--- src/hw/rtl/pgs_pkg.sv ---
`timescale 1ns / 1ps

package pgs_pkg;

    localparam int VALUE_W = 32;
    localparam int POS_W   = 11;

    typedef struct packed {
        logic signed [VALUE_W-1:0] value;
        logic        [POS_W-1:0]   position;
    } entry_t;

    typedef struct packed {
        logic push;
        logic pop;
    } shift_t;

endpackage

--- src/hw/rtl/pgs_cell.sv ---
`timescale 1ns / 1ps

module pgs_cell (
    input  logic            clk,
    input  pgs_pkg::shift_t shift,
    input  pgs_pkg::entry_t upper,
    input  pgs_pkg::entry_t lower,
    output pgs_pkg::entry_t entry
);

    pgs_pkg::entry_t entry_reg;
    pgs_pkg::entry_t entry_next;

    always_comb
    begin
        priority if (shift.push)
        begin
            entry_next = upper;
        end
        else if (shift.pop)
        begin
            entry_next = lower;
        end
        else
        begin
            entry_next = entry_reg;
        end
    end

    always_ff @(posedge clk)
    begin
        entry_reg <= entry_next;
    end

    assign entry = entry_reg;

endmodule

--- config.mk ---
export PLATFORM = sky130hd
export DESIGN_NAME = pgs_cell
export DESIGN_NICKNAME = d
export VERILOG_FILES = /design/src/hw/rtl/pgs_pkg.sv /design/src/hw/rtl/pgs_cell.sv
export SDC_FILE = /design/constraint.sdc
export NUM_CORES = 1
export LEC_CHECK = 0
export BUFFER_PORTS_ARGS = -buffer_cell sky130_fd_sc_hd__buf_2
export CAP_MARGIN = 20
export CORE_ASPECT_RATIO = 0.6
export CORE_MARGIN = 2
export CORE_UTILIZATION = 45
export DETAILED_ROUTE_END_ITERATION = 8
export PLACE_DENSITY = 0.93
export SLEW_MARGIN = 40
export SYNTH_ARGS = -nofsm -noshare
export SYNTH_HDL_FRONTEND = slang
export SYNTH_SLANG_ARGS = --single-unit
--- constraint.sdc ---
create_clock -name clk -period 3.15 [get_ports clk]
set_input_delay 0.315 -clock clk [delete_from_list [all_inputs] [get_ports clk]]
set_output_delay 0.315 -clock clk [all_outputs]
set_load 0.005 [all_outputs]
== After elaboration in Yosys (flattened, before gate mapping) ==
Cells that the tools add are included.

* Mux-type cells: 2
* Reductions and logical operators: 1

{| class="wikitable"
|+ Operators by type and width
! cell !! count
|-
| 43-bit two-way mux || 2
|-
| 2-bit nonzero test || 1
|}

* Register bits after elaboration: 43
* Input port bits: 89
* Output and inout port bits: 43
* Word-level logic and storage cells: 5

== Depth between registers and ports, before layout ==
* Depth after elaboration: 2
* Mapped depth: 3
* Gate-level depth less buffers: 1

== Least setup slack after synthesis ==
OpenSTA, ideal clock, no wires.

* Kind: input-to-reg
* From: input shift[1] (netlist bit)
* To: register entry_reg (netlist bit entry[0]) (enable)
* Setup time: 403 ps
* Arrival: 1597 ps
* Data required time: 2747 ps
* Path slack: 1151 ps
* Stages: 3
* Buffers on the path: 2
* Cell sequence: buf_6 > buf_12 > or2_1

* Longest elaborated chain between the ends: 1

{| class="wikitable"
|+ RTL lines
! what !! RTL line !! source
|-
| from (decl) || pgs_cell.sv:5 || <nowiki>input pgs_pkg::shift_t shift,</nowiki>
|-
| 2-bit nonzero test (no source line) || -- ||
|-
| to (signal assigned) || pgs_cell.sv:32 || <nowiki>entry_reg <= entry_next;</nowiki>
|-
| to (decl) || pgs_cell.sv:11 || <nowiki>pgs_pkg::entry_t entry_reg;</nowiki>
|}

No other way between the ends.
A chain may end at the register's enable or synchronous reset.

==> results by group <==
Clock network
  – H-tree depth: 2
  – Hold Buf Count CTS: 0
  – Buffer count from post-CTS setup fixing: 0
  – CTS Buffer Depth: 2
  – Clock-pin slew on the worst setup and hold paths: about 0.080 ns
  – CTS tree: yes
  – Sink Count: 43
  – Root Driver: clkbuf_8
  – CTS Buf Count: 5
  – Resized cells post-CTS: 0

Yosys
  – Yosys cell types: 6
  – Top-count cell post-synth: edfxtp_1
  – Most common library cells after synthesis: 43 x edfxtp_1, 39 x mux2_4, 4 x buf_12, 4 x mux2_2
  – Syn Inst Count: a little over 90
  – Ys async rst share: 0
  – Avg Inst Size Synth: 22.0 µm²
  – Area contributors post-synth: edfxtp_1 64%, mux2_4 29%, buf_12 4.0%
  – Yosys reg bits: 43
  – Ys Warns: 0
  – Area share of the largest cell type after synthesis: 0.639
  – EDFF count, synth: 43
  – Mapped cell area: 2020 µm²
  – Top_reg_cell synth: edfxtp_1
  – Post-synth top area cell: edfxtp_1
  – Syn nets: between 150 and 200
  – Sequential share of the synthesized area: 0.639

Timing
  – Worst-Margin Slew: around 0.75 ns
  – Fmax: 723 MHz
  – Final Critical Period: 1.38 ns
  – Final hold violation count: 0
  – Final-report setup violation count: 0
  – Final cycle utilization of the critical path: 0.439
  – Final Max Tran Viols: 0
  – Slew HR: 0.499
  – RSZ-0062 raised after global routing: no
  – Final worst setup slack: 1.77 ns
  – Hold WS: 0.323 ns
  – Setup TNS: 0 ns

Pwr
  – Pwr Total: 1.26 mW
  – P per Cell Area: 459 nW/µm²
  – Worst vdd ir: 0.217 mV
  – Static Leakage: 1.34 nW

Worst hold path
  – Hold path depth: 2
  – End of the worst hold path: entry[33]
  – Min-delay src: lower[33]
  – HP Class: in -> reg

Setup path
  – Crit path max-delay cell type: buf_4
  – Maximum fanout along the worst path: 43
  – CP peak stage delay: 0.59 ns
  – CP arrival: roughly 1.4 ns
  – CP Capture Type: flip-flop
  – Startpoint types: input pin
  – CP cell instances: buf_2, buf_4, mux2_2
  – Crit path required time: between 3 and 4 ns
  – Worst setup path category: in -> reg

Finish
  – Fin cells: 286
  – Multi-input gate area in the final layout: 639 µm²
  – Fillcell total: 327
  – Final Net Count: between 300 and 400
  – Utilization after layout: 0.652
  – Ant diodes: 0
  – Final instance area: 2750 µm²
  – Layout cells sized above 1: 0.805
  – Register area: 1290 µm²
  – Area Growth Syn to Fin: 36.0%
  – Largest register FFs: 43

Die
  – Die width: 90.5 µm
  – Core ar.: 4210 µm²
  – Die area: 5060 µm²
  – Effective utilization at floorplan: 0.480
  – Die Y-Extent: 55.9 µm
  – Ports: ~130
  – Num rows: 18

Global route
  – Number of global-route vias before repair: about 1300
  – GRT Overall Usage: 0.153
  – Initial antenna violation count: 0
  – GRT overflow: 0
  – Largest net degree at the start of global routing: 44
  – First-pass GRT wire length: 5920 µm

Route
  – First-pass detailed-route iteration total: 4
  – Average via count per standard cell: 4.59
  – Final ANT Viol Nets: 0
  – DRC Markers: 0
  – Routed wire length: 3990 µm
  – Via count: 1313
  – WL/cell: 14.0 µm
  – DRT iter0 DRCs: between 50 and 60

Placed design
  – I/O Buffers: 131
  – DP Area: 2670 µm²
  – Placed insts: 279
  – Placement Setup Slack: 1.45 ns
  – RePlAce Congestion: between 0.7 and 0.8

Job
  – MaxCap Viol Count: 0

Outcome
  – Status: complete, no violations
==> how the worst max path moves through the flow <==
stage / startpoint / endpoint / slack (ns) / cells after the start
global route: shift[1] / entry[41] / 1.71 / 3
finish: shift[1] / entry[41] / 1.77 / 3
CTS: shift[1] / entry[42] / 1.76 / 3
global placement: shift[1] / entry[41] / 1.50 / 3
detailed placement: shift[1] / entry[42] / 1.45 / 3
floorplan: shift[1] / entry[0] / 1.15 / 3
==> cells by family (layout without fill, tap and decap cells) <==
family,after synthesis,in the layout,synth area share
AND/OR/NAND/NOR,1,1,0.00310
flip-flops,43,43,0.639
multiplexers,43,43,0.312
buffers and inverters,5,139,0.0452
==> layer usage <==
metal / global-route usage / up-vias / share of wire
met2: 0.277 / 73 / 0.52
met1: 0.170 / 612 / 0.39
li1: - / 623 / -
met3: 0.0488 / 5 / 0.087
met4: 0.0593 / 0 / 0.0075
met5: 0 / - / 0
==> report_power, final <==
group          internal (mW)  leakage, nW  switching [mW]  total [mW]
sequential             0.702        0.438          0.0140       0.716
combinational          0.141        0.859          0.0821       0.223
clock                  0.148       0.0414           0.174       0.322
==> layout by cell type (no fill, tap or decap) <==
cell type,count
mux2_2,4
buf_4,1
buf_2,131
clkbuf_8,5
or2_4,1
mux2_4,39
clkinv_1,1
clkinv_2,1
edfxtp_1,43
==> final cells by class <==
class	count	area share
Multi-Input combinational cell	44	0.233
Tap cell	60	0.0273
Sequential cell	43	0.470
Clock buffer	5	0.0251
Clock inverter	2	0.00319
Timing Repair Buffer	132	0.241
==> worst max-delay path, delay by kind of cell <==
family / cells / cell delay [ns]
multiplexers: 1 / 0.41
buffers and inverters: 2 / 0.68
Power figures use the tool's default switching activity.
