**src/hw/rtl/pgs_pkg.sv**
```systemverilog
`timescale 1ns / 1ps

package pgs_pkg;

    localparam int VALUE_W = 32;
    localparam int POS_W   = 11;

    typedef struct packed {
        logic signed [VALUE_W-1:0] value;
        logic        [POS_W-1:0]   position;
    } entry_t;

    typedef struct packed {
        logic push;
        logic pop;
    } shift_t;

endpackage

```
**src/hw/rtl/pgs_req_if.sv**
```systemverilog
`timescale 1ns / 1ps

interface pgs_req_if;
    logic                              valid;
    logic                              ready;
    logic signed [pgs_pkg::VALUE_W-1:0] value;
    logic                              first_of_sequence;

    modport source (output valid, output value, output first_of_sequence, input ready);
    modport sink   (input valid, input value, input first_of_sequence, output ready);
endinterface

```
**src/hw/rtl/pgs_res_if.sv**
```systemverilog
`timescale 1ns / 1ps

interface pgs_res_if;
    logic                        valid;
    logic                        ready;
    logic                        found;
    logic [pgs_pkg::POS_W-1:0]   position;
    logic                        overflow;

    modport source (output valid, output found, output position, output overflow, input ready);
    modport sink   (input valid, input found, input position, input overflow, output ready);
endinterface

```
**src/hw/rtl/pgs_ctrl.sv**
```systemverilog
`timescale 1ns / 1ps

module pgs_ctrl #(
    parameter int MAX_ITEMS = 1024
) (
    input  logic            clk,
    input  logic            rst_n,
    pgs_req_if.sink         request,
    pgs_res_if.source       result,
    input  pgs_pkg::entry_t top,
    output pgs_pkg::entry_t push_entry,
    output pgs_pkg::shift_t shift
);

    localparam int CNT_W = $clog2(MAX_ITEMS + 1);

    typedef enum logic [1:0] {
        ST_IDLE   = 2'b01,
        ST_SEARCH = 2'b10
    } state_t;

    state_t                              state_reg, state_next;
    logic [CNT_W-1:0]                    stack_count_reg, stack_count_next;
    logic [CNT_W-1:0]                    item_count_reg, item_count_next;
    logic signed [pgs_pkg::VALUE_W-1:0]  value_reg, value_next;
    logic                                res_valid_reg, res_valid_next;
    logic                                found_reg, found_next;
    logic [pgs_pkg::POS_W-1:0]           position_reg, position_next;
    logic                                overflow_reg, overflow_next;

    logic top_valid;
    logic slot_free;
    logic seq_full;

    assign top_valid = (stack_count_reg != '0);
    assign slot_free = !res_valid_reg || result.ready;
    assign seq_full  = (item_count_reg >= CNT_W'(MAX_ITEMS));

    assign request.ready = (state_reg == ST_IDLE);

    always_comb
    begin
        state_next       = state_reg;
        stack_count_next = stack_count_reg;
        item_count_next  = item_count_reg;
        value_next       = value_reg;
        res_valid_next   = res_valid_reg && !result.ready;
        found_next       = found_reg;
        position_next    = position_reg;
        overflow_next    = overflow_reg;
        shift            = '0;
        push_entry.value    = value_reg;
        push_entry.position = pgs_pkg::POS_W'(item_count_reg + 1'b1);

        unique case (state_reg)
            ST_IDLE:
            begin
                if (request.valid)
                begin
                    value_next = request.value;
                    if (request.first_of_sequence)
                    begin
                        stack_count_next = '0;
                        item_count_next  = '0;
                    end
                    state_next = ST_SEARCH;
                end
            end
            ST_SEARCH:
            begin
                priority if (seq_full)
                begin
                    if (slot_free)
                    begin
                        res_valid_next = 1'b1;
                        found_next     = 1'b0;
                        position_next  = '0;
                        overflow_next  = 1'b1;
                        state_next     = ST_IDLE;
                    end
                end
                else if (top_valid && (top.value <= value_reg))
                begin
                    // drop a candidate that is not strictly greater
                    shift.pop        = 1'b1;
                    stack_count_next = stack_count_reg - 1'b1;
                end
                else
                begin
                    if (slot_free)
                    begin
                        res_valid_next   = 1'b1;
                        found_next       = top_valid;
                        position_next    = top_valid ? top.position : '0;
                        overflow_next    = 1'b0;
                        shift.push       = 1'b1;
                        stack_count_next = stack_count_reg + 1'b1;
                        item_count_next  = item_count_reg + 1'b1;
                        state_next       = ST_IDLE;
                    end
                end
            end
            default:
            begin
                state_next = ST_IDLE;
            end
        endcase
    end

    always_ff @(posedge clk or negedge rst_n)
    begin
        if (!rst_n)
        begin
            state_reg       <= ST_IDLE;
            stack_count_reg <= '0;
            item_count_reg  <= '0;
            res_valid_reg   <= 1'b0;
        end
        else
        begin
            state_reg       <= state_next;
            stack_count_reg <= stack_count_next;
            item_count_reg  <= item_count_next;
            res_valid_reg   <= res_valid_next;
        end
    end

    always_ff @(posedge clk)
    begin
        value_reg    <= value_next;
        found_reg    <= found_next;
        position_reg <= position_next;
        overflow_reg <= overflow_next;
    end

    assign result.valid    = res_valid_reg;
    assign result.found    = found_reg;
    assign result.position = position_reg;
    assign result.overflow = overflow_reg;

`ifndef SYNTHESIS
    assert property (@(posedge clk) disable iff (!rst_n)
        stack_count_reg <= item_count_reg)
        else $error("candidate count exceeds item count");

    assert property (@(posedge clk) disable iff (!rst_n)
        item_count_reg <= CNT_W'(MAX_ITEMS))
        else $error("item count beyond sequence limit");

    assert property (@(posedge clk) disable iff (!rst_n)
        res_valid_reg && overflow_reg |-> !found_reg && (position_reg == '0))
        else $error("overflow item reports a match");

    assert property (@(posedge clk) disable iff (!rst_n)
        shift.push |=> item_count_reg == CNT_W'($past(item_count_reg) + 1'b1))
        else $error("push without item count advance");
`endif

endmodule

```
**src/flat_wrapper.sv**
```systemverilog
// flat-port wrapper written by rule: the top's interface ports become plain ports
module pgs_ctrl_flat 
#(
    parameter int MAX_ITEMS = 1024
)
  (clk, rst_n, top, push_entry, shift, request_valid, request_value, request_first_of_sequence, request_ready, result_valid, result_found, result_position, result_overflow, result_ready);
  pgs_req_if request_i ();
  pgs_res_if result_i ();
  input  logic clk;
  input  logic rst_n;
  input  pgs_pkg::entry_t top;
  output pgs_pkg::entry_t push_entry;
  output pgs_pkg::shift_t shift;
  input wire logic [$bits(request_i.valid)-1:0] request_valid;
  input wire logic [$bits(request_i.value)-1:0] request_value;
  input wire logic [$bits(request_i.first_of_sequence)-1:0] request_first_of_sequence;
  output wire logic [$bits(request_i.ready)-1:0] request_ready;
  output wire logic [$bits(result_i.valid)-1:0] result_valid;
  output wire logic [$bits(result_i.found)-1:0] result_found;
  output wire logic [$bits(result_i.position)-1:0] result_position;
  output wire logic [$bits(result_i.overflow)-1:0] result_overflow;
  input wire logic [$bits(result_i.ready)-1:0] result_ready;
  assign request_i.valid = request_valid;
  assign request_i.value = request_value;
  assign request_i.first_of_sequence = request_first_of_sequence;
  assign request_ready = request_i.ready;
  assign result_valid = result_i.valid;
  assign result_found = result_i.found;
  assign result_position = result_i.position;
  assign result_overflow = result_i.overflow;
  assign result_i.ready = result_ready;
  pgs_ctrl #(.MAX_ITEMS(MAX_ITEMS)) u_core (.clk(clk), .rst_n(rst_n), .request(request_i), .result(result_i), .top(top), .push_entry(push_entry), .shift(shift));
endmodule
```
**config.mk**
```make
export PLATFORM = sky130hd
export DESIGN_NAME = pgs_ctrl_flat
export DESIGN_NICKNAME = d
export VERILOG_FILES = /design/src/hw/rtl/pgs_pkg.sv /design/src/hw/rtl/pgs_req_if.sv /design/src/hw/rtl/pgs_res_if.sv /design/src/hw/rtl/pgs_ctrl.sv /design/src/flat_wrapper.sv
export SDC_FILE = /design/constraint.sdc
export NUM_CORES = 1
export LEC_CHECK = 0
export ABC_AREA = 0
export BUFFER_PORTS_ARGS = -buffer_cell sky130_fd_sc_hd__buf_2
export CORE_MARGIN = 3
export CORE_UTILIZATION = 50
export DETAILED_ROUTE_END_ITERATION = 8
export PLACE_DENSITY = 0.9
export SLEW_MARGIN = 20
export SYNTH_ARGS = -nofsm -noshare
export SYNTH_HDL_FRONTEND = slang
export SYNTH_SLANG_ARGS = --single-unit
export TNS_END_PERCENT = 5
```
**constraint.sdc**
```tcl
create_clock -name clk -period 4.7 [get_ports clk]
set_clock_uncertainty 0.05 [all_clocks]
set_input_delay 0.47 -clock clk [delete_from_list [all_inputs] [get_ports clk]]
set_output_delay 0.47 -clock clk [all_outputs]
set_load 0.02 [all_outputs]
```
# Word level (Yosys, flattened, before mapping)
# Cells that the tools add are included.
[word_totals]
regBits = 70
inputBits = 80
wordCells = 71
[classes]
n_addsub = 3
order_cmp = 2
n_eq_ne = 10
n_mux = 36
n_reduce_logical = 12
[op_table]
columns = ["op", "n"]
rows = [
  ["$mux W11", 13],
  ["$pmux W11 S2", 2],
  ["$le A32 B32 Y1", 1],
  ["$add A11 B1 Y11 const B", 2],
  ["$mux W1", 14],
  ["$mux W2", 6],
  ["$ge A11 B11 Y1 const B", 1],
  ["$reduce_bool A11 Y1", 1],
  ["$sub A11 B1 Y11 const B", 1],
  ["$ne A2 B2 Y1 const B", 4],
  ["$reduce_and A6 Y1", 1],
  ["$reduce_and A5 Y1", 1],
  ["$ne A2 B1 Y1 const B", 2],
  ["$pmux W2 S2", 1],
  ["$reduce_and A2 Y1", 2],
  ["$ne A3 B1 Y1 const B", 1],
  ["$ne A3 B2 Y1 const B", 1],
  ["$reduce_and A3 Y1", 1],
  ["$eq A2 B1 Y1 const B", 1],
  ["$eq A2 B2 Y1 const B", 1],
  ["$logic_and A1 B1 Y1", 2],
  ["$logic_not A1 Y1", 2],
  ["$reduce_bool A2 Y1", 1],
  ["$logic_or A1 B1 Y1", 1],
]

# Depth between registers and ports, before layout
# Gate-level depths: netlist of the first run.
[logic_depth]
ltp_word = 6
mapped_depth = 17
mapped_depth_nobuf = 17

# Worst setup path before layout of the first run
# No wires, ideal clock.
[synth_timing]
path_type = "reg2reg"
start = "register u_core.value_reg[11] in the netlist's numbering"
end = "register u_core.stack_count_reg[10]"
arrival_ns = 3.888
slack_ns = 0.694
stages_incl_launch_ff = 18
path_buffers = 0
period_less_slack_ns = 4.006
path_cell_list = "edfxtp_1 > inv_1 > ha_1 > nand4_1 > nor4_1 > a21boi_1 > o32ai_2 > o211ai_4 > inv_1 > ha_1 > nor2b_1 > o21ai_0 > a21oi_1 > o41ai_1 > o21ai_0 > xor2_1 > or4_1 > nand3_1"
[synth_via]
elab_chain_len = 5
[synth_rtl]
columns = ["element", "line", "source"]
rows = [
  ["from (decl)", "pgs_ctrl.sv:25", "logic signed [pgs_pkg::VALUE_W-1:0] value_reg, value_next;"],
  ["from (signal assigned)", "pgs_ctrl.sv:130", "value_reg <= value_next;"],
  ["$le A32 B32 Y1 *", "pgs_ctrl.sv:82", "else if (top_valid && (top.value <= value_reg))"],
  ["$logic_and A1 B1 Y1 *", "pgs_ctrl.sv:82", ""],
  ["$mux W11", "pgs_ctrl.sv:82", ""],
  ["$mux W11", "pgs_ctrl.sv:71", "priority if (seq_full)"],
  ["$pmux W11 S2", "pgs_ctrl.sv:55", "unique case (state_reg)"],
  ["to (signal assigned)", "pgs_ctrl.sv:122", "stack_count_reg <= stack_count_next;"],
  ["to (decl)", "pgs_ctrl.sv:23", "logic [CNT_W-1:0] stack_count_reg, stack_count_next;"],
]
# Every way passes the cells marked *; elsewhere a longest branch is shown, timed or not. The select of a mux whose other input is x is not followed.
# A chain may end at the register's enable or synchronous reset.

# Worst setup path after layout of the first run
[layout_timing]
start = "register u_core.value_reg[17] in the netlist's numbering"
end = "register u_core.stack_count_reg[10]"
# Same word-level chain as after synthesis.

==> results of run 1 <==
-- placed cells by master (no fill, tap or decap), types with 3 or more instances in the layout --
cell type   netlist  final
o41ai_1           4      4
xnor2_1           6      6
ha_1             43     43
edfxtp_1         45     45
a21o_1            3      3
buf_2             1    139
dfrtp_1          24     24
and2_1           13     13
a22o_1            5      5
nor2_1           18     18
nor4_1            4      4
nor2b_1           5      5
a21oi_1          20     20
nor3_1            7      7
o31ai_1          12     12
clkbuf_8          0     10
xor2_1           11     11
nand4_1           5      5
inv_1            41     41
nand2b_1          4      4
clkinvlp_4        0      3
nand2_1          29     29
nand3_1           8      8
o21ai_0          12     12
and3_1            6      6
-- critical path, stage by stage (launching register included) --
cell	delay, ns
edfxtp_1	0.39
inv_1	0.09
ha_1	0.24
a21oi_1	0.14
o21ai_0	0.14
a211oi_1	0.45
nand3b_2	0.15
o211ai_4	0.34
inv_1	0.12
ha_1	0.32
nor2b_1	0.15
o21ai_0	0.22
a21oi_1	0.13
o41ai_1	0.41
o21ai_0	0.19
xor2_1	0.17
or4_1	0.40
nand3_1	0.09
-- power by group --
part / switching (mW) / leakage (nW) / internal, mW
sequential: 0.0604 / 0.765 / 0.809
combinational: 0.617 / 1.58 / 0.352
clock: 0.240 / 0.0951 / 0.262
total: 0.918 / 2.44 / 1.42
-- per-stage QoR --
step	cell area [um2]	total power, mW	hold slack, ns
finish	4910	2.341	0.06021
global route	4910	2.499	0.08698
CTS	4910	2.347	0.07551
detailed placement	4702	1.848	0.4494
global placement	4702	1.791	0.4455
floorplan	3899	1.560	0.1244
-- cells by family (layout without fill, tap and decap cells) --
family	count (synthesis)	after routing	synth area share [%]
AO/OA/AOI/OAI	68	68	12.00
XOR/XNOR	17	17	3.819
adder cells (fa/ha/maj)	44	44	14.31
buffers and inverters	49	198	4.750
flip-flops	70	70	50.74
AND/OR/NAND/NOR	108	108	14.38
-- final timing paths --
path                            slack, ns  cells after the start                         end                       from
worst min-delay path                 0.06                      1   u_core.stack_count_reg[6]                      rst_n
worst max register to register       0.42                     17  u_core.stack_count_reg[10]       u_core.value_reg[17]
worst min register to register       0.48                      2   u_core.stack_count_reg[2]  u_core.stack_count_reg[2]
worst max-delay path                 0.42                     17  u_core.stack_count_reg[10]       u_core.value_reg[17]
max in group asynchronous            4.16                      1   u_core.stack_count_reg[8]                      rst_n
min in group clk                     0.24                      1        u_core.value_reg[13]          request_value[13]
-- synth_stat cells, types with 7 or more instances --
cell	number	share of area, %
nor3_1	7	0.90
o21ai_0	12	1.5
dfrtp_1	24	15
inv_1	41	3.9
nor2_1	18	1.7
edfxtp_1	45	35
xor2_1	11	2.5
and2_1	13	2.1
nand2_1	29	2.8
a21oi_1	20	2.6
nand3_1	8	1.0
clkbuf_1	7	0.67
ha_1	43	14
o31ai_1	12	2.3
-- layout make-up --
type	count	area share (%)
Clock inverter	6	1.427
Multi-Input combinational cell	237	35.35
Timing Repair Buffer	141	14.48
Tap cell	99	2.523
Sequential cell	70	40.29
Clock buffer	10	2.803
Inverter	41	3.135
-- layer usage --
metal	vias up	share of wire, %	global-route usage, %
met3	30	8.0	6.250
met5	-	0	0
met2	143	52	39.72
met4	0	2.7	9.266
met1	1538	37	24.57
li1	1563	-	-
==> flow_summary.yaml, run 1 <==
outcome:
  status: "complete, no violations"
finish:
  layoutNonFillerInstCount: 604
  multi_input_area_mm2: 0.001735
  final_layout_size_suffix_gt1_share_pct: 32.67
  seqCellArea_mm2: 0.001978
  utilization_pct: 66.27
  largest_register_ffs: 32
  final_nets: 624
  fill_cells: 551
  syn_to_final_growth_pct: 25.93
  diodes: 0
timing:
  setup_tns_ns: 0
  min_period_over_period_pct: 90.98
  setup_viol_count_final: 0
  slew_viol_final: 0
  rsz0062_at_grt: "false"
  fin_ws_ns: 0.4241
  hold_violations: 0
  slew_headroom_pct: 53.78
  tightestPinTransition_ns: 0.6933
  max_freq_ghz: 0.2339
  fin_crit_ns: 4.276
placement:
  pre_cts_slack_ns: 0.3536
  hpwl_um: 7786
  gp_congestion: 0.8984
  dp.cells: 588
  portBuffers: 139
clocking:
  h-tree-depth: 3
  cts-root-buf: "clkbuf_8"
  path_clk_slew_ns: 0.08
  cts-resized-gates: 0
  cts_tree: "built"
  postCtsSetupRepairBufs: 0
  numCtsBuffers: 9
  hold_buffers: 0
  clock_path_buffers: 2
  clock_sinks: 70
  clock_latency_ns: 0.35
critical_path:
  worstPathMaxFanout: 10
  cp-end-kind: "flip-flop"
  crit_type: "reg2reg"
  cp-start-kind: "flip-flop"
  crit_required_ns: 4.93
  arrival_ns: 4.50
synth:
  synthCells: 356
  synthDistinctLibCells: 46
  synth_edf_count: 45
  syn_area_mm2: 0.003899
  synth_seq_cells: 70
  ys.flop_type: "edfxtp_1"
  synth_area_per_cell_um2: 10.95
  synth-warning-count: 0
  synth-seq-area-share_pct: 50.74
  async_reset_ff_share_pct: 35.71
  syn-num-nets: 480
route:
  wl_per_cell_um: 16.35
  drtIter0Drc: 147
  routed_wirelength_um: 9874
  dr.pass1.iters: 4
  ant_nets: 0
  drc: 0
  num_vias: 3274
  via_per_inst: 5.421
global_routing:
  grt_pass1_wl_um: 15250
  grt_max_degree: 36
  grt.overflow.total: 0
  antenna_found_initial: 0
  first_global_vias: 3289
  track_usage_pct: 22.17
floorplanning:
  die_area_mm2: 0.008893
  core_area_mm2: 0.007408
  fp.dieW_um: 94.31
  rows: 31
  die_h_um: 94.31
  io_pins: 140
  start_util_pct: 52.63
power:
  p_leak_nw: 2.439
  p_per_area_mw_per_mm2: 476.8
  irDropWorstVdd_mv: 0.2260
run:
  maxCapViolations: 0
min_path:
  hold_class: "in2async"
(Power assumes the default switching activity.)
==> run 2, diff against run 1 <==
CORE_ASPECT_RATIO = 1.2   (was unset)
GPL_TIMING_DRIVEN = 1   (was unset)
==> run 2 against run 1 <==
Critical path depth stayed put; via count fell by 2.1%; cell area decreased by 0.76%; non-clock buffer count shrank 1; register-to-register slack got worse by 0.08 ns; sequential cell count did not move; combinational power shrank 0.4%; maximum frequency decreased by 1.8%; worst hold slack better by 0.028 ns; critical path type unchanged; critical endpoint is now u_core.stack_count_reg[9]; largest cell class unchanged.
==> flow_summary.yaml, run 2 (synthesized netlist as in run 1, its figures left out) <==
outcome:
  status: "complete, no violations"
floorplanning:
  fp.dieW_um: 86.61
  io_pins: 140
  die_area_mm2: 0.008897
  die_h_um: 102.7
  core_area_mm2: 0.007402
  start_util_pct: 52.67
  rows: 34
clocking:
  cts-root-buf: "clkbuf_8"
  h-tree-depth: 3
  path_clk_slew_ns: 0.08
  numCtsBuffers: 9
  cts_tree: "built"
  postCtsSetupRepairBufs: 0
  clock_path_buffers: 2
  clock_latency_ns: 0.33
  clock_sinks: 70
critical_path:
  critPathMaxStageDelay_ns: 0.49
  crit_type: "reg2reg"
  path_delay_family: "compound AO/OA/AOI/OAI gates"
  cp-start-kind: "flip-flop"
  path_buf_inv: 3
  worstPathMaxFanout: 10
  reg2reg_from: "u_core.value_reg[15]"
  crit_required_ns: 4.89
  critPathSlowestCell: "o41ai_1"
  rrSetupSlack_ns: 0.35
  cp-end-kind: "flip-flop"
  arrival_ns: 4.54
  r2r_end: "u_core.stack_count_reg[9]"
  reg2reg_depth: 17
  worstPathCellList: "inv_1 > ha_1 > nand4_1 > nor4_1 > a21boi_1 > o32ai_2 > o211ai_4 > inv_1 > buf_4 > ha_1 > a21o_1 > a21oi_1 > o21ai_0 > o41ai_1 > o21ai_0 > xnor2_1 > o31ai_1"
global_routing:
  track_usage_pct: 20.81
  grt_max_degree: 36
  first_global_vias: 3284
  grt.overflow.total: 0
  grt_pass1_wl_um: 14470
  antenna_found_initial: 0
timing:
  fin_crit_ns: 4.355
  slew_headroom_pct: 46.34
  hold_violations: 0
  setup_viol_count_final: 0
  setup_tns_ns: 0
  timing.hold.ws_ns: 0.08803
  slew_viol_final: 0
  rsz0062_at_grt: "false"
  min_period_over_period_pct: 92.65
  max_freq_ghz: 0.2296
  tightestPinTransition_ns: 0.8049
finish:
  utilization_pct: 65.82
  fill_cells: 600
  final_layout_size_suffix_gt1_share_pct: 32.34
  diodes: 0
  final_common_cell: "buf_2"
  mostFrequentLayoutCells: "buf_2, edfxtp_1, ha_1"
  syn_to_final_growth_pct: 24.97
  largest_register_ffs: 32
  final_nets: 623
route:
  wl_per_cell_um: 15.77
  num_vias: 3205
  drc: 0
  drtIter0Drc: 140
  via_per_inst: 5.396
  dr.pass1.iters: 4
  ant_nets: 0
  routed_wirelength_um: 9367
placement:
  hpwl_um: 7392
  gp_congestion: 0.8603
  portBuffers: 139
run:
  maxCapViolations: 0
power:
  irDropWorstVdd_mv: 0.2673
  p_per_area_mw_per_mm2: 468.4
  p_leak_nw: 2.445
min_path:
  hold_class: "in2async"
run 2: layout make-up:
class,count,area [um2],share of cell area (%)
Tap cell,90,112.6,2.311
Sequential cell,70,1978,40.60
Multi-Input combinational cell,237,1744,35.80
Clock inverter,6,52.55,1.079
Timing Repair Buffer,140,703.2,14.43
Inverter,41,153.9,3.159
Clock buffer,10,127.6,2.619
run 2: where the power goes:
group	internal [mW]	switching (mW)
logic	0.351	0.614
clock network	0.239	0.213
registers	0.810	0.0555
total	1.40	0.882
run 2: worst max path at each step:
stage          cells past startpoint            startpoint                         end  slack (ns)
3_5_place_dp                      17               top[22]   u_core.stack_count_reg[9]        0.15
4_1_cts                           17  u_core.value_reg[11]   u_core.stack_count_reg[9]        0.35
3_3_place_gp                      17               top[26]  u_core.stack_count_reg[10]        0.38
5_1_grt                           17  u_core.value_reg[11]   u_core.stack_count_reg[9]        0.06
2_1_floorplan                     17  u_core.value_reg[11]  u_core.stack_count_reg[10]        0.69
6_report                          17  u_core.value_reg[15]   u_core.stack_count_reg[9]        0.35
run 2: stage by stage:
step	instance area [um2]	std cells	setup slack [ns]	total power, mW
after floorplan	3899	356	0.6935	1.560
after global placement	4684	578	0.3836	1.792
after global routing	4872	594	0.05638	2.441
after detailed placement	4684	578	0.1543	1.844
final	4872	594	0.3453	2.282
after CTS	4865	594	0.3472	2.299
run 2: timing repair:
item / in CTS / in global routing
hold buffers: 0 / 0
setup endpoints to repair: 0 / 1
resized for setup: 0 / 1
run 2: per-layer routing:
metal	up-vias	routed length, um	track usage [%]
li1	1560	-	-
met1	1502	3613	22.35
met2	116	4972	39.05
met3	27	492	4.716
met4	0	290	8.633
met5	-	0	0
==> run 3, diff against run 2 <==
CORE_ASPECT_RATIO = 0.9   (was 1.2)
CORE_MARGIN = unset   (was 3)
REMOVE_ABC_BUFFERS = 1   (was unset)
==> run 3 against run 2 <==
Worst hold slack got worse by 0.032 ns; die area fell by 8.3%; combinational power is 0.4% higher; wire length decreased by 2.1%; core utilization is 1.2 points lower; total power decreased by 0.71%; largest cell class unchanged; highest routed layer unchanged.
==> flow_summary.yaml, run 3 (synthesized netlist as in run 1, its figures left out) <==
critical_path:
  critPathSlowestCell: "o41ai_1"
  cp-end-kind: "flip-flop"
  crit_type: "reg2reg"
  critPathMaxStageDelay_ns: 0.55
  worstPathMaxFanout: 10
  cp_common_cell: "a21oi_1"
  crit_required_ns: 4.90
  worstPathCellList: "inv_1 > ha_1 > a21oi_1 > a21oi_1 > a211oi_1 > nand3b_2 > o211ai_4 > inv_1 > buf_4 > ha_1 > a21o_1 > a21oi_1 > o21ai_0 > o41ai_1 > o21ai_0 > xnor2_1 > o31ai_1"
  cp-start-kind: "flip-flop"
  arrival_ns: 4.60
run:
  maxCapViolations: 0
global_routing:
  grt.overflow.total: 0
  grt_max_degree: 36
  first_global_vias: 3173
  antenna_found_initial: 0
  track_usage_pct: 22.49
  grt_pass1_wl_um: 14060
clocking:
  numCtsBuffers: 9
  clock_path_buffers: 2
  cts-root-buf: "clkbuf_8"
  cts_tree: "built"
  h-tree-depth: 3
  clock_latency_ns: 0.35
  path_clk_slew_ns: 0.08
  clock_sinks: 70
  hold_buffers: 0
timing:
  rsz0062_at_grt: "false"
  slew_headroom_pct: 53.07
  max_freq_ghz: 0.2274
  fin_crit_ns: 4.398
  slew_viol_final: 0
  hold_violations: 0
  setup_viol_count_final: 0
  timing.hold.ws_ns: 0.05649
  tightestPinTransition_ns: 0.7040
  setup_tns_ns: 0
  min_period_over_period_pct: 93.57
power:
  p_per_area_mw_per_mm2: 464.5
  p_leak_nw: 2.434
  irDropWorstVdd_mv: 0.2116
floorplanning:
  core_area_mm2: 0.007545
  rows: 30
  io_pins: 140
  fp.dieW_um: 95.08
  die_h_um: 85.77
  start_util_pct: 51.67
  die_area_mm2: 0.008155
route:
  num_vias: 3230
  ant_nets: 0
  drtIter0Drc: 145
  drc: 0
  via_per_inst: 5.374
  wl_per_cell_um: 15.26
  routed_wirelength_um: 9170
  dr.pass1.iters: 4
finish:
  diodes: 0
  final_nets: 624
  fin_area_mm2: 0.004878
  syn_to_final_growth_pct: 25.13
  final_layout_size_suffix_gt1_share_pct: 32.67
  mostFrequentLayoutCells: "buf_2, edfxtp_1, ha_1"
  final_common_cell: "buf_2"
  largest_register_ffs: 32
placement:
  gp_congestion: 0.9034
  place_area_mm2: 0.004698
  portBuffers: 139
  hpwl_um: 7138
min_path:
  hold_class: "in2async"
outcome:
  status: "complete, no violations"
[run 3: cell count changes in the layout (fill, tap and decap cells not counted), sizes merged]
cell      before  now
clkinv         5    2
clkinvlp       0    3
inv           41   43
buf          140  141
bufinv         1    0
clkbuf        10    9
[run 3: power by group]
group / switching, mW / total (mW) / internal [mW] / leakage, nW
combinational: 0.616 / 0.969 / 0.353 / 1.59
sequential: 0.0564 / 0.866 / 0.809 / 0.765
clock: 0.240 / 0.432 / 0.192 / 0.0797
[run 3: cell type report]
cell class / count / area, um2
timing repair buffer: 141 / 710.7
inverter: 41 / 153.9
clock buffer: 9 / 123.9
tap: 96 / 120.1
multi-input combinational: 237 / 1743
sequential: 70 / 1978
clock inverter: 7 / 48.80
fill: 537 / 2666
[run 3: routing by layer]
metal	track usage, %	part of all wire [%]
met5	0	0
met4	12.95	3.5
met3	4.433	7.0
met2	38.83	52
met1	25.77	38
[run 3: worst paths after layout]
check | start | to | slack, ns | depth (start not counted)
hold reg to reg | u_core.stack_count_reg[4] | u_core.stack_count_reg[4] | 0.48 | 2
setup reg to reg | u_core.value_reg[30] | u_core.stack_count_reg[9] | 0.30 | 17
hold / removal | rst_n | u_core.state_reg[1] | 0.06 | 1
setup / recovery | u_core.value_reg[30] | u_core.stack_count_reg[9] | 0.30 | 17
min in group clk | request_value[22] | u_core.value_reg[22] | 0.24 | 1
max in group asynchronous | rst_n | u_core.stack_count_reg[5] | 4.15 | 1
[run 3: worst max-delay path: cells and delay by family (launching register included)]
kind / cells / cell delay, ns
buffers and inverters: 3 / 0.39
xor gates and xnor gates: 1 / 0.17
AOI/OAI and AO/OA: 10 / 2.59
adders and majority gates: 2 / 0.53
and+or+nand+nor: 1 / 0.15
DFF: 1 / 0.41
[run 3: what timing repair did]
action	4_1_cts	5_1_grt
endpoints found under the hold margin	0	0
gates resized for setup	0	1
endpoints found under the setup margin	0	1
buffers inserted	0	0
[run 3: per-stage QoR]
step	std cells	setup WS [ns]	power [mW]	utilization [%]
6_report	601	0.3022	2.266	64.66
5_1_grt	601	0.02405	2.413	64.66
4_1_cts	601	0.3728	2.274	64.56
3_5_place_dp	585	0.2519	1.841	62.27
3_3_place_gp	585	0.4535	1.781	62.27
2_1_floorplan	348	0.6935	1.545	-
